<file path="src/rtl/core/dmx_slots_to_led_pixels_core_defines.svh">
// Assertion macros for the DMX slot to LED pixel core.
// Expects clk and arst_n in the scope of each use.
`ifndef DMX_SLOTS_TO_LED_PIXELS_CORE_DEFINES_SVH
`define DMX_SLOTS_TO_LED_PIXELS_CORE_DEFINES_SVH

// property checked every cycle outside reset
`define DSL_ASSERT(lbl, prop, msg) \
	lbl: assert property (@(posedge clk) disable iff (!arst_n) (prop)) \
		else $error(msg);

// antecedent this cycle implies consequent next cycle
`define DSL_ASSERT_NEXT(lbl, ante, cons, msg) \
	lbl: assert property (@(posedge clk) disable iff (!arst_n) (ante) |=> (cons)) \
		else $error(msg);

`endif

</file>
<file path="src/rtl/core/dsl_pkg.sv">
// Shared types, constants and helpers of the DMX slot to LED pixel core.
// No dependencies.
package dsl_pkg;

	localparam int MAX_SLOTS_DEF   = 512;
	localparam int MAX_PIXELS_DEF  = 680;
	localparam int QUEUE_DEPTH_DEF = 4;

	localparam int IDX_W  = 10;
	localparam int CHAN_W = 8;

	// floor(x/3) = (x*683) >> 11 for x below 2048
	localparam int DIV3_MUL   = 683;
	localparam int DIV3_MUL_W = 10;
	localparam int DIV3_SHIFT = 11;

	localparam logic [IDX_W-1:0] LED_COUNT_RST = 10'd170;
	localparam logic [IDX_W-1:0] START_ADDR_RST = 10'd1;
	localparam logic [IDX_W-1:0] IDX_MAX = 10'd1023;

	localparam logic [IDX_W-1:0] RGB_BEGIN_P1  = 10'd170;
	localparam logic [IDX_W-1:0] RGB_BEGIN_P2  = 10'd340;
	localparam logic [IDX_W-1:0] RGB_BEGIN_P3  = 10'd510;
	localparam logic [IDX_W-1:0] RGBW_BEGIN_P1 = 10'd128;
	localparam logic [IDX_W-1:0] RGBW_BEGIN_P2 = 10'd256;
	localparam logic [IDX_W-1:0] RGBW_BEGIN_P3 = 10'd384;

	localparam logic [1:0] PORT_0 = 2'd0;
	localparam logic [1:0] PORT_1 = 2'd1;
	localparam logic [1:0] PORT_2 = 2'd2;
	localparam logic [1:0] PORT_3 = 2'd3;

	localparam logic [1:0] PH_FIRST    = 2'd0;
	localparam logic [1:0] PH_LAST_RGB = 2'd2;
	localparam logic [1:0] PH_LAST_RGBW = 2'd3;

	localparam logic [1:0] REG_LED_COUNT  = 2'd0;
	localparam logic [1:0] REG_RGBW_MODE  = 2'd1;
	localparam logic [1:0] REG_START_ADDR = 2'd2;

	typedef struct packed {
		logic              write_led;
		logic [IDX_W-1:0]  led_index;
		logic [CHAN_W-1:0] red;
		logic [CHAN_W-1:0] green;
		logic [CHAN_W-1:0] blue;
		logic [CHAN_W-1:0] white;
		logic              refresh;
	} pix_result_t;

	typedef struct packed {
		logic full;
		logic empty;
	} q_status_t;

	function automatic logic [IDX_W-1:0] port_begin(logic [1:0] port, logic rgbw);
		logic [IDX_W-1:0] b;
		case (port)
			PORT_1: b = rgbw ? RGBW_BEGIN_P1 : RGB_BEGIN_P1;
			PORT_2: b = rgbw ? RGBW_BEGIN_P2 : RGB_BEGIN_P2;
			PORT_3: b = rgbw ? RGBW_BEGIN_P3 : RGB_BEGIN_P3;
			default: b = '0;
		endcase
		return b;
	endfunction

endpackage

</file>
<file path="src/rtl/core/dsl_front.sv">
// Front end: takes slot beats, tracks frame position and channel grouping,
// and builds pixel/refresh results. Depends on dsl_pkg.
module dsl_front #(
	parameter int MAX_SLOTS  = dsl_pkg::MAX_SLOTS_DEF,
	parameter int MAX_PIXELS = dsl_pkg::MAX_PIXELS_DEF
) (
	input  logic                       clk,
	input  logic                       arst_n,
	input  logic                       in_valid,
	output logic                       in_stall,
	input  logic [2:0]                 port_id,
	input  logic [7:0]                 slot_value,
	input  logic                       frame_end,
	input  logic [dsl_pkg::IDX_W-1:0]  led_count,
	input  logic                       rgbw_mode,
	input  logic [dsl_pkg::IDX_W-1:0]  start_address,
	input  dsl_pkg::q_status_t         q_stat,
	output logic                       push,
	output dsl_pkg::pix_result_t       push_data
);

	localparam int SLOT_W = $clog2(MAX_SLOTS + 1);
	localparam int PROD_W = SLOT_W + dsl_pkg::DIV3_MUL_W;

	logic [SLOT_W-1:0]          slot_q;
	logic [1:0]                 phase_q;
	logic [dsl_pkg::IDX_W-1:0]  pix_q;
	logic [7:0]                 held_q [3];

	logic                       accept;
	logic                       port_ok;
	logic                       first;
	logic [dsl_pkg::IDX_W-1:0]  len;
	logic [dsl_pkg::IDX_W-1:0]  begin_idx;
	logic [dsl_pkg::IDX_W-1:0]  pix_cur;
	logic [1:0]                 ph_cur;
	logic [1:0]                 ph_eff;
	logic                       in_range;
	logic [dsl_pkg::IDX_W-1:0]  skip;
	logic                       take;
	logic                       complete;
	logic [SLOT_W-1:0]          pos_nx;
	logic [PROD_W-1:0]          prod;
	logic [dsl_pkg::IDX_W-1:0]  quot;
	logic                       wr;
	logic                       refresh;

	assign in_stall = q_stat.full;
	assign accept   = in_valid && !in_stall;
	assign port_ok  = !port_id[2];

	always_comb begin
		len = (led_count < dsl_pkg::IDX_W'(MAX_PIXELS)) ? led_count
			: dsl_pkg::IDX_W'(MAX_PIXELS);
		first     = (slot_q == '0);
		begin_idx = dsl_pkg::port_begin(port_id[1:0], rgbw_mode);
		pix_cur   = first ? begin_idx : pix_q;
		ph_cur    = first ? dsl_pkg::PH_FIRST : phase_q;
		ph_eff    = (!rgbw_mode && ph_cur == dsl_pkg::PH_LAST_RGBW) ? dsl_pkg::PH_FIRST
			: ph_cur;
		in_range  = slot_q < SLOT_W'(MAX_SLOTS);
		if (port_id[1:0] == dsl_pkg::PORT_0
				&& len < dsl_pkg::port_begin(dsl_pkg::PORT_1, rgbw_mode)
				&& start_address != '0) begin
			skip = start_address - 1'b1;
		end else begin
			skip = '0;
		end
		take     = in_range && (dsl_pkg::IDX_W'(slot_q) >= skip);
		complete = take && (ph_eff == (rgbw_mode ? dsl_pkg::PH_LAST_RGBW
			: dsl_pkg::PH_LAST_RGB));
		pos_nx   = in_range ? slot_q + 1'b1 : slot_q;
		prod     = PROD_W'(pos_nx) * PROD_W'(dsl_pkg::DIV3_MUL);
		quot     = rgbw_mode ? dsl_pkg::IDX_W'(pos_nx >> 2)
			: dsl_pkg::IDX_W'(prod >> dsl_pkg::DIV3_SHIFT);
		refresh  = frame_end
			&& ({1'b0, begin_idx} + {1'b0, quot} >= {1'b0, len});
		wr       = complete && (pix_cur < len);

		push_data.write_led = wr;
		push_data.led_index = wr ? pix_cur : '0;
		push_data.red       = wr ? held_q[0] : '0;
		push_data.green     = wr ? held_q[1] : '0;
		push_data.blue      = wr ? (rgbw_mode ? held_q[2] : slot_value) : '0;
		push_data.white     = (wr && rgbw_mode) ? slot_value : '0;
		push_data.refresh   = refresh;
		push = accept && port_ok && (wr || refresh);
	end

	always_ff @(posedge clk or negedge arst_n) begin
		if (!arst_n) begin
			slot_q    <= '0;
			phase_q   <= dsl_pkg::PH_FIRST;
			pix_q     <= '0;
			held_q[0] <= '0;
			held_q[1] <= '0;
			held_q[2] <= '0;
		end else if (accept && port_ok) begin
			slot_q <= frame_end ? '0 : pos_nx;
			if (complete) begin
				pix_q <= (pix_cur != dsl_pkg::IDX_MAX) ? pix_cur + 1'b1 : pix_cur;
			end else begin
				pix_q <= pix_cur;
			end
			if (frame_end || complete) begin
				phase_q <= dsl_pkg::PH_FIRST;
			end else if (take) begin
				phase_q <= ph_eff + 1'b1;
			end else begin
				phase_q <= ph_cur;
			end
			if (take && !complete) begin
				case (ph_eff)
					2'd0: held_q[0] <= slot_value;
					2'd1: held_q[1] <= slot_value;
					2'd2: held_q[2] <= slot_value;
					default: ;
				endcase
			end
		end
	end

endmodule

</file>
<file path="src/rtl/core/dsl_queue.sv">
// Short result queue between front and back end.
// Depends on dsl_pkg and the core defines header.
`include "dmx_slots_to_led_pixels_core_defines.svh"

module dsl_queue #(
	parameter int DEPTH = dsl_pkg::QUEUE_DEPTH_DEF
) (
	input  logic                  clk,
	input  logic                  arst_n,
	input  logic                  push,
	input  dsl_pkg::pix_result_t  push_data,
	input  logic                  pop,
	output dsl_pkg::pix_result_t  pop_data,
	output dsl_pkg::q_status_t    q_stat
);

	localparam int PTR_W = $clog2(DEPTH);
	localparam int CNT_W = $clog2(DEPTH + 1);

	dsl_pkg::pix_result_t mem_q [DEPTH];
	logic [PTR_W-1:0]     wr_ptr_q;
	logic [PTR_W-1:0]     rd_ptr_q;
	logic [CNT_W-1:0]     count_q;

	assign q_stat.full  = (count_q == CNT_W'(DEPTH));
	assign q_stat.empty = (count_q == '0);
	assign pop_data     = mem_q[rd_ptr_q];

	always_ff @(posedge clk) begin
		if (push) begin
			mem_q[wr_ptr_q] <= push_data;
		end
	end

	always_ff @(posedge clk or negedge arst_n) begin
		if (!arst_n) begin
			wr_ptr_q <= '0;
			rd_ptr_q <= '0;
			count_q  <= '0;
		end else begin
			if (push) begin
				wr_ptr_q <= (wr_ptr_q == PTR_W'(DEPTH - 1)) ? '0 : wr_ptr_q + 1'b1;
			end
			if (pop) begin
				rd_ptr_q <= (rd_ptr_q == PTR_W'(DEPTH - 1)) ? '0 : rd_ptr_q + 1'b1;
			end
			case ({push, pop})
				2'b10: count_q <= count_q + 1'b1;
				2'b01: count_q <= count_q - 1'b1;
				default: count_q <= count_q;
			endcase
		end
	end

	`DSL_ASSERT(a_no_overflow, !(push && q_stat.full), "push into full queue")
	`DSL_ASSERT(a_no_underflow, !(pop && q_stat.empty), "pop from empty queue")
	`DSL_ASSERT_NEXT(a_count_up, push && !pop, count_q == $past(count_q) + 1'b1, "count lost")

endmodule

</file>
<file path="src/rtl/core/dsl_back.sv">
// Back end: drains the result queue into the registered output beat.
// Depends on dsl_pkg.
module dsl_back (
	input  logic                  clk,
	input  logic                  arst_n,
	input  dsl_pkg::q_status_t    q_stat,
	input  dsl_pkg::pix_result_t  pop_data,
	output logic                  pop,
	output logic                  out_valid,
	input  logic                  out_stall,
	output dsl_pkg::pix_result_t  out_data
);

	logic                 valid_q;
	dsl_pkg::pix_result_t res_q;

	assign pop       = !q_stat.empty && (!valid_q || !out_stall);
	assign out_valid = valid_q;
	assign out_data  = res_q;

	always_ff @(posedge clk) begin
		if (pop) begin
			res_q <= pop_data;
		end
	end

	always_ff @(posedge clk or negedge arst_n) begin
		if (!arst_n) begin
			valid_q <= 1'b0;
		end else begin
			valid_q <= pop || (valid_q && out_stall);
		end
	end

endmodule

</file>
<file path="src/rtl/core/dmx_slots_to_led_pixels_core.sv">
// DMX slot to LED pixel mapper: top level with the APB register block.
// Depends on dsl_pkg, dsl_front, dsl_queue and dsl_back.
//
// One DMX slot beat is taken per clock while in_stall is low. The front end
// updates its frame counters and holds partial channel groups in the same
// cycle and pushes a result (pixel write, refresh or both) into a queue of
// QUEUE_DEPTH entries; the back end moves it from the queue into the output
// register. in_stall is high only while the queue is full, which happens
// only when out_stall holds back results. Beats that cause no result
// (skipped slots, partial groups, ports 4 to 7) are taken and dropped.
// Registers: led_count at 0x0, rgbw_mode at 0x4, start_address at 0x8;
// write them only while no beat is in flight.
module dmx_slots_to_led_pixels_core #(
	parameter int MAX_SLOTS   = dsl_pkg::MAX_SLOTS_DEF,
	parameter int MAX_PIXELS  = dsl_pkg::MAX_PIXELS_DEF,
	parameter int QUEUE_DEPTH = dsl_pkg::QUEUE_DEPTH_DEF
) (
	input  logic        clk,
	input  logic        arst_n,
	input  logic        psel,
	input  logic        penable,
	input  logic        pwrite,
	input  logic [3:0]  paddr,
	input  logic [31:0] pwdata,
	output logic [31:0] prdata,
	output logic        pready,
	input  logic        in_valid,
	output logic        in_stall,
	input  logic [2:0]  port_id,
	input  logic [7:0]  slot_value,
	input  logic        frame_end,
	output logic        out_valid,
	input  logic        out_stall,
	output logic        write_led,
	output logic [9:0]  led_index,
	output logic [7:0]  red,
	output logic [7:0]  green,
	output logic [7:0]  blue,
	output logic [7:0]  white,
	output logic        refresh
);

	logic [dsl_pkg::IDX_W-1:0] led_count_q;
	logic                      rgbw_mode_q;
	logic [dsl_pkg::IDX_W-1:0] start_addr_q;
	logic                      cfg_wr;

	dsl_pkg::q_status_t   q_stat;
	dsl_pkg::pix_result_t push_data;
	dsl_pkg::pix_result_t pop_data;
	dsl_pkg::pix_result_t out_data;
	logic                 push;
	logic                 pop;

	assign pready = 1'b1;
	assign cfg_wr = psel && penable && pwrite && pready;

	always_ff @(posedge clk or negedge arst_n) begin
		if (!arst_n) begin
			led_count_q  <= dsl_pkg::LED_COUNT_RST;
			rgbw_mode_q  <= 1'b0;
			start_addr_q <= dsl_pkg::START_ADDR_RST;
		end else if (cfg_wr) begin
			case (paddr[3:2])
				dsl_pkg::REG_LED_COUNT:  led_count_q  <= pwdata[9:0];
				dsl_pkg::REG_RGBW_MODE:  rgbw_mode_q  <= pwdata[0];
				dsl_pkg::REG_START_ADDR: start_addr_q <= pwdata[9:0];
				default: ;
			endcase
		end
	end

	always_comb begin
		case (paddr[3:2])
			dsl_pkg::REG_LED_COUNT:  prdata = {22'd0, led_count_q};
			dsl_pkg::REG_RGBW_MODE:  prdata = {31'd0, rgbw_mode_q};
			dsl_pkg::REG_START_ADDR: prdata = {22'd0, start_addr_q};
			default:                 prdata = '0;
		endcase
	end

	dsl_front #(
		.MAX_SLOTS  (MAX_SLOTS),
		.MAX_PIXELS (MAX_PIXELS)
	) u_front (
		.clk           (clk),
		.arst_n        (arst_n),
		.in_valid      (in_valid),
		.in_stall      (in_stall),
		.port_id       (port_id),
		.slot_value    (slot_value),
		.frame_end     (frame_end),
		.led_count     (led_count_q),
		.rgbw_mode     (rgbw_mode_q),
		.start_address (start_addr_q),
		.q_stat        (q_stat),
		.push          (push),
		.push_data     (push_data)
	);

	dsl_queue #(
		.DEPTH (QUEUE_DEPTH)
	) u_queue (
		.clk       (clk),
		.arst_n    (arst_n),
		.push      (push),
		.push_data (push_data),
		.pop       (pop),
		.pop_data  (pop_data),
		.q_stat    (q_stat)
	);

	dsl_back u_back (
		.clk       (clk),
		.arst_n    (arst_n),
		.q_stat    (q_stat),
		.pop_data  (pop_data),
		.pop       (pop),
		.out_valid (out_valid),
		.out_stall (out_stall),
		.out_data  (out_data)
	);

	assign write_led = out_data.write_led;
	assign led_index = out_data.led_index;
	assign red       = out_data.red;
	assign green     = out_data.green;
	assign blue      = out_data.blue;
	assign white     = out_data.white;
	assign refresh   = out_data.refresh;

endmodule

</file>
<file path="config.mk">
export PLATFORM = sky130hd
export DESIGN_NAME = dmx_slots_to_led_pixels_core
export DESIGN_NICKNAME = d
export VERILOG_FILES = /design/src/rtl/core/dsl_pkg.sv /design/src/rtl/core/dsl_front.sv /design/src/rtl/core/dsl_queue.sv /design/src/rtl/core/dsl_back.sv /design/src/rtl/core/dmx_slots_to_led_pixels_core.sv
export VERILOG_INCLUDE_DIRS = /design/src /design/src/rtl/core
export SDC_FILE = /design/constraint.sdc
export NUM_CORES = 1
export LEC_CHECK = 0
export BUFFER_PORTS_ARGS = -buffer_cell sky130_fd_sc_hd__buf_4
export CORE_ASPECT_RATIO = 1.25
export CORE_MARGIN = 1.5
export CORE_UTILIZATION = 40
export CTS_CLUSTER_SIZE = 16
export DETAILED_ROUTE_END_ITERATION = 16
export GPL_ROUTABILITY_DRIVEN = 1
export HOLD_SLACK_MARGIN = 0.15
export PLACE_DENSITY = 0.6
export SYNTH_ARGS = -nofsm -noshare
export SYNTH_HDL_FRONTEND = slang
export SYNTH_HIERARCHICAL = 1
export SYNTH_SLANG_ARGS = --single-unit
</file>
<file path="constraint.sdc">
create_clock -name clk -period 13 [get_ports clk]
set_input_delay 3.9 -clock clk [delete_from_list [all_inputs] [get_ports clk]]
set_output_delay 3.9 -clock clk [all_outputs]
set_load 0.005 [all_outputs]
</file>
==> reports/metrics.cfg <==
[clocking]
clock_latency_ns = 0.56
postCtsSetupRepairBufs = 0
cts_buffers = 31
htreeDepth = 1
cts_sinks = 295
cts_resized = 0
hold_buffers = 0
clk_path_buf_depth = 3
root_buffer = clkbuf_16
path_clk_slew_ns = 0.06
cts_tree = built

[power]
power_density_nw_per_um2 = 188
p_leak_nw = 7.17
ir_drop_mv = 0.105

[timing]
fin_setup_tns_ns = 0
slew_headroom = 0.351
setup_slack_ns = 3.61
setup_viol = 0
timing.hold.ws_ns = 0.476
drv_slew = 0
fin_skew_ns = 0.0128
finalHoldViolations = 0
grt_setup_unrepaired = no
fin_crit_sh = 0.723
max_clock_freq_mhz = 106
worst_slew_pin_slew_ns = 0.974
period_minus_slack_ns = 9.39

[global_route]
globalRouteOverflowTotal = 0
grt_pass1_wl_mm = 48.1
grt_max_degree = 67
grt_antenna_before_repair = 0
track_usage = 0.156
grt_pass1_vias = 8823

[critical_path]
cp_data_arrival_time_ns = 9.87
worstPathRequired_ns = 13.48
cp_max_fo = 8
crit_top_cell = ha_1
cp-end-kind = register
worstSetupStartpointType = register
slowest_stage = xor2_1
max_stage_delay_ns = 0.59
path_class = reg2reg

[placed_design]
io_buffers = 86
post-place-ws_ns = 3.57
post-dp-hpwl_mm = 20.1
gp_congestion = 0.780

[detailed_routing]
viasPerCell = 5.14
num_vias = 8608
wl_per_cell_um = 17.9
first_pass_iters = 4
antenna_left = 0
post-route-drc-count = 0
drt-initial-drc-count = 516
wl_mm = 29.9

[synth]
synth_flop_cell = edfxtp_1
ys_warn_count = 6
yosysTopAreaCellShare = 0.433
synthTopCellsByCount = 220 x edfxtp_1, 112 x ha_1, 78 x inv_1, 70 x dfrtp_1, 54 x nand2_1
synth_top_cells_by_area = edfxtp_1 43%, dfrtp_1 11%, ha_1 9.2%
synth_top_cell_by_area = edfxtp_1
async_flop_share = 0.254
synthesis.area_um2 = 15200
synth.distinct_cells = 70
postSynthCellCount = 1075
synth_area_per_cell_um2 = 14.2
synth_edf_count = 220
synth_most_common_cell = edfxtp_1
ys_ff_latch = 295
seq_area_frac_synth = 0.557

[die]
core_um2 = 37400
rows = 79
start_util = 0.408
die_width_um = 178
io_pins = 134
die_area_um2 = 39300
die_h_um = 221

[finish]
fin_nets = 1355
syn_to_final_growth_pct = 12.9
diodes = 0
drive_gt1_frac = 0.210

[flow_run]
cap_violations = 0

[outcome]
outcome = finished clean

[min_path]
hp-class = reg2reg

## cell families (layout without fill, tap and decap cells)
kind of cell               after synthesis  in the layout  synth area share
DFF                                    295            295             0.557
and+or+nand+nor                        232            232            0.0813
buffers and inverters                  141            233            0.0492
adders and majority gates              136            136             0.123
AOI/OAI and AO/OA                      116            116            0.0473
muxes                                  116            116             0.120
xor gates and xnor gates                37             37            0.0213
other                                    2             23          0.000493
## critical path: cells and delay by family (launching register included)
kind | cells | cell delay, ns
adder cells (fa/ha/maj) | 12 | 4.19
AO/OA/AOI/OAI | 9 | 1.83
XOR/XNOR | 5 | 1.17
AND/OR/NAND/NOR | 7 | 1.10
buffers and inverters | 5 | 0.55
flip-flops | 1 | 0.44
## final timing paths
| path | from | endpoint | slack [ns] | cells past startpoint |
|---|---|---|---|---|
| min in group asynchronous | arst_n | u_front/held_q[14] | 3.18 | 1 |
| worst min-delay path | u_front/pix_q[0] | u_front/pix_q[0] | 0.48 | 1 |
| worst max register to register | u_front/slot_q[1] | u_queue/count_q[2] | 3.61 | 38 |
| max in group asynchronous | arst_n | u_queue/rd_ptr_q[0] | 8.60 | 2 |
| worst min register to register | u_front/pix_q[0] | u_front/pix_q[0] | 0.48 | 1 |
| worst max-delay path | u_front/slot_q[1] | u_queue/count_q[2] | 3.61 | 38 |
## metal layers
layer,up-vias,part of all wire,GRT usage
met2,151,0.51,0.277
met1,4340,0.43,0.201
li1,4070,-,-
met3,47,0.036,0.0192
met5,-,0,0
met4,0,0.023,0.0423
## state kept, by name, indices dropped and copies added, names as in the netlist, 3 cells and up
| name | flops |
|---|---|
| u_front/slot_q | 10 |
| u_back/out_data | 44 |
| u_queue/mem_q | 176 |
| u_front/held_q | 24 |
| u_front/pix_q | 10 |
| u_queue/count_q | 3 |
| start_addr_q | 10 |
| led_count_q | 10 |
## final cells by class
type | count | area [µm²]
clock buffers | 46 | 912
clock inverters | 11 | 68.8
fillers | 3397 | 20200
inverters | 79 | 297
multi-input cells | 660 | 6100
flip-flops and latches | 295 | 8490
well taps | 486 | 608
repair buffers | 97 | 728
## power breakdown
| group | switching, mW | leakage (nW) | internal (mW) |
|---|---|---|---|
| Sequential | 0.105 | 2.97 | 1.21 |
| Clock | 0.358 | 0.482 | 0.484 |
| Combinational | 0.559 | 3.73 | 0.521 |
## layout by cell type (no fill, tap or decap), types with 4 or more instances in the layout
cell type / netlist / routed
xor2_1: 15 / 15
xnor2_1: 22 / 22
and2_2: 0 / 4
o31ai_1: 5 / 5
clkbuf_8: 0 / 8
dfstp_2: 5 / 5
clkbuf_1: 13 / 7
dfrtp_1: 70 / 68
ha_1: 112 / 112
and2_1: 42 / 38
or3_1: 4 / 4
nand2b_1: 12 / 12
conb_1: 2 / 23
nand2_1: 54 / 54
a21o_1: 11 / 11
fa_1: 24 / 24
nand3_1: 16 / 16
and3_1: 14 / 14
mux2_1: 7 / 7
nand4_1: 4 / 4
nor2b_1: 6 / 6
inv_1: 78 / 78
nor2_1: 50 / 50
clkbuf_16: 0 / 31
buf_4: 27 / 97
mux2_2: 32 / 32
edfxtp_1: 220 / 220
a31oi_1: 6 / 6
nor3_1: 8 / 8
mux2i_1: 23 / 23
mux2_4: 10 / 10
mux4_2: 38 / 38
a21oi_1: 34 / 33
o21ai_1: 5 / 5
mux4_1: 6 / 6
o21ai_0: 31 / 31
## through the flow
step / power [mW] / instances / utilization / instance area [µm²]
6_report: 3.23 / 1674 / 0.461 / 17200
5_1_grt: 3.47 / 1674 / 0.461 / 17200
4_1_cts: 3.29 / 1674 / 0.461 / 17200
3_5_place_dp: 2.44 / 1617 / 0.434 / 16200
3_3_place_gp: 2.42 / 1617 / 0.434 / 16200
2_1_floorplan: 2.13 / 1096 / - / 15300
(Power assumes the default switching activity.)
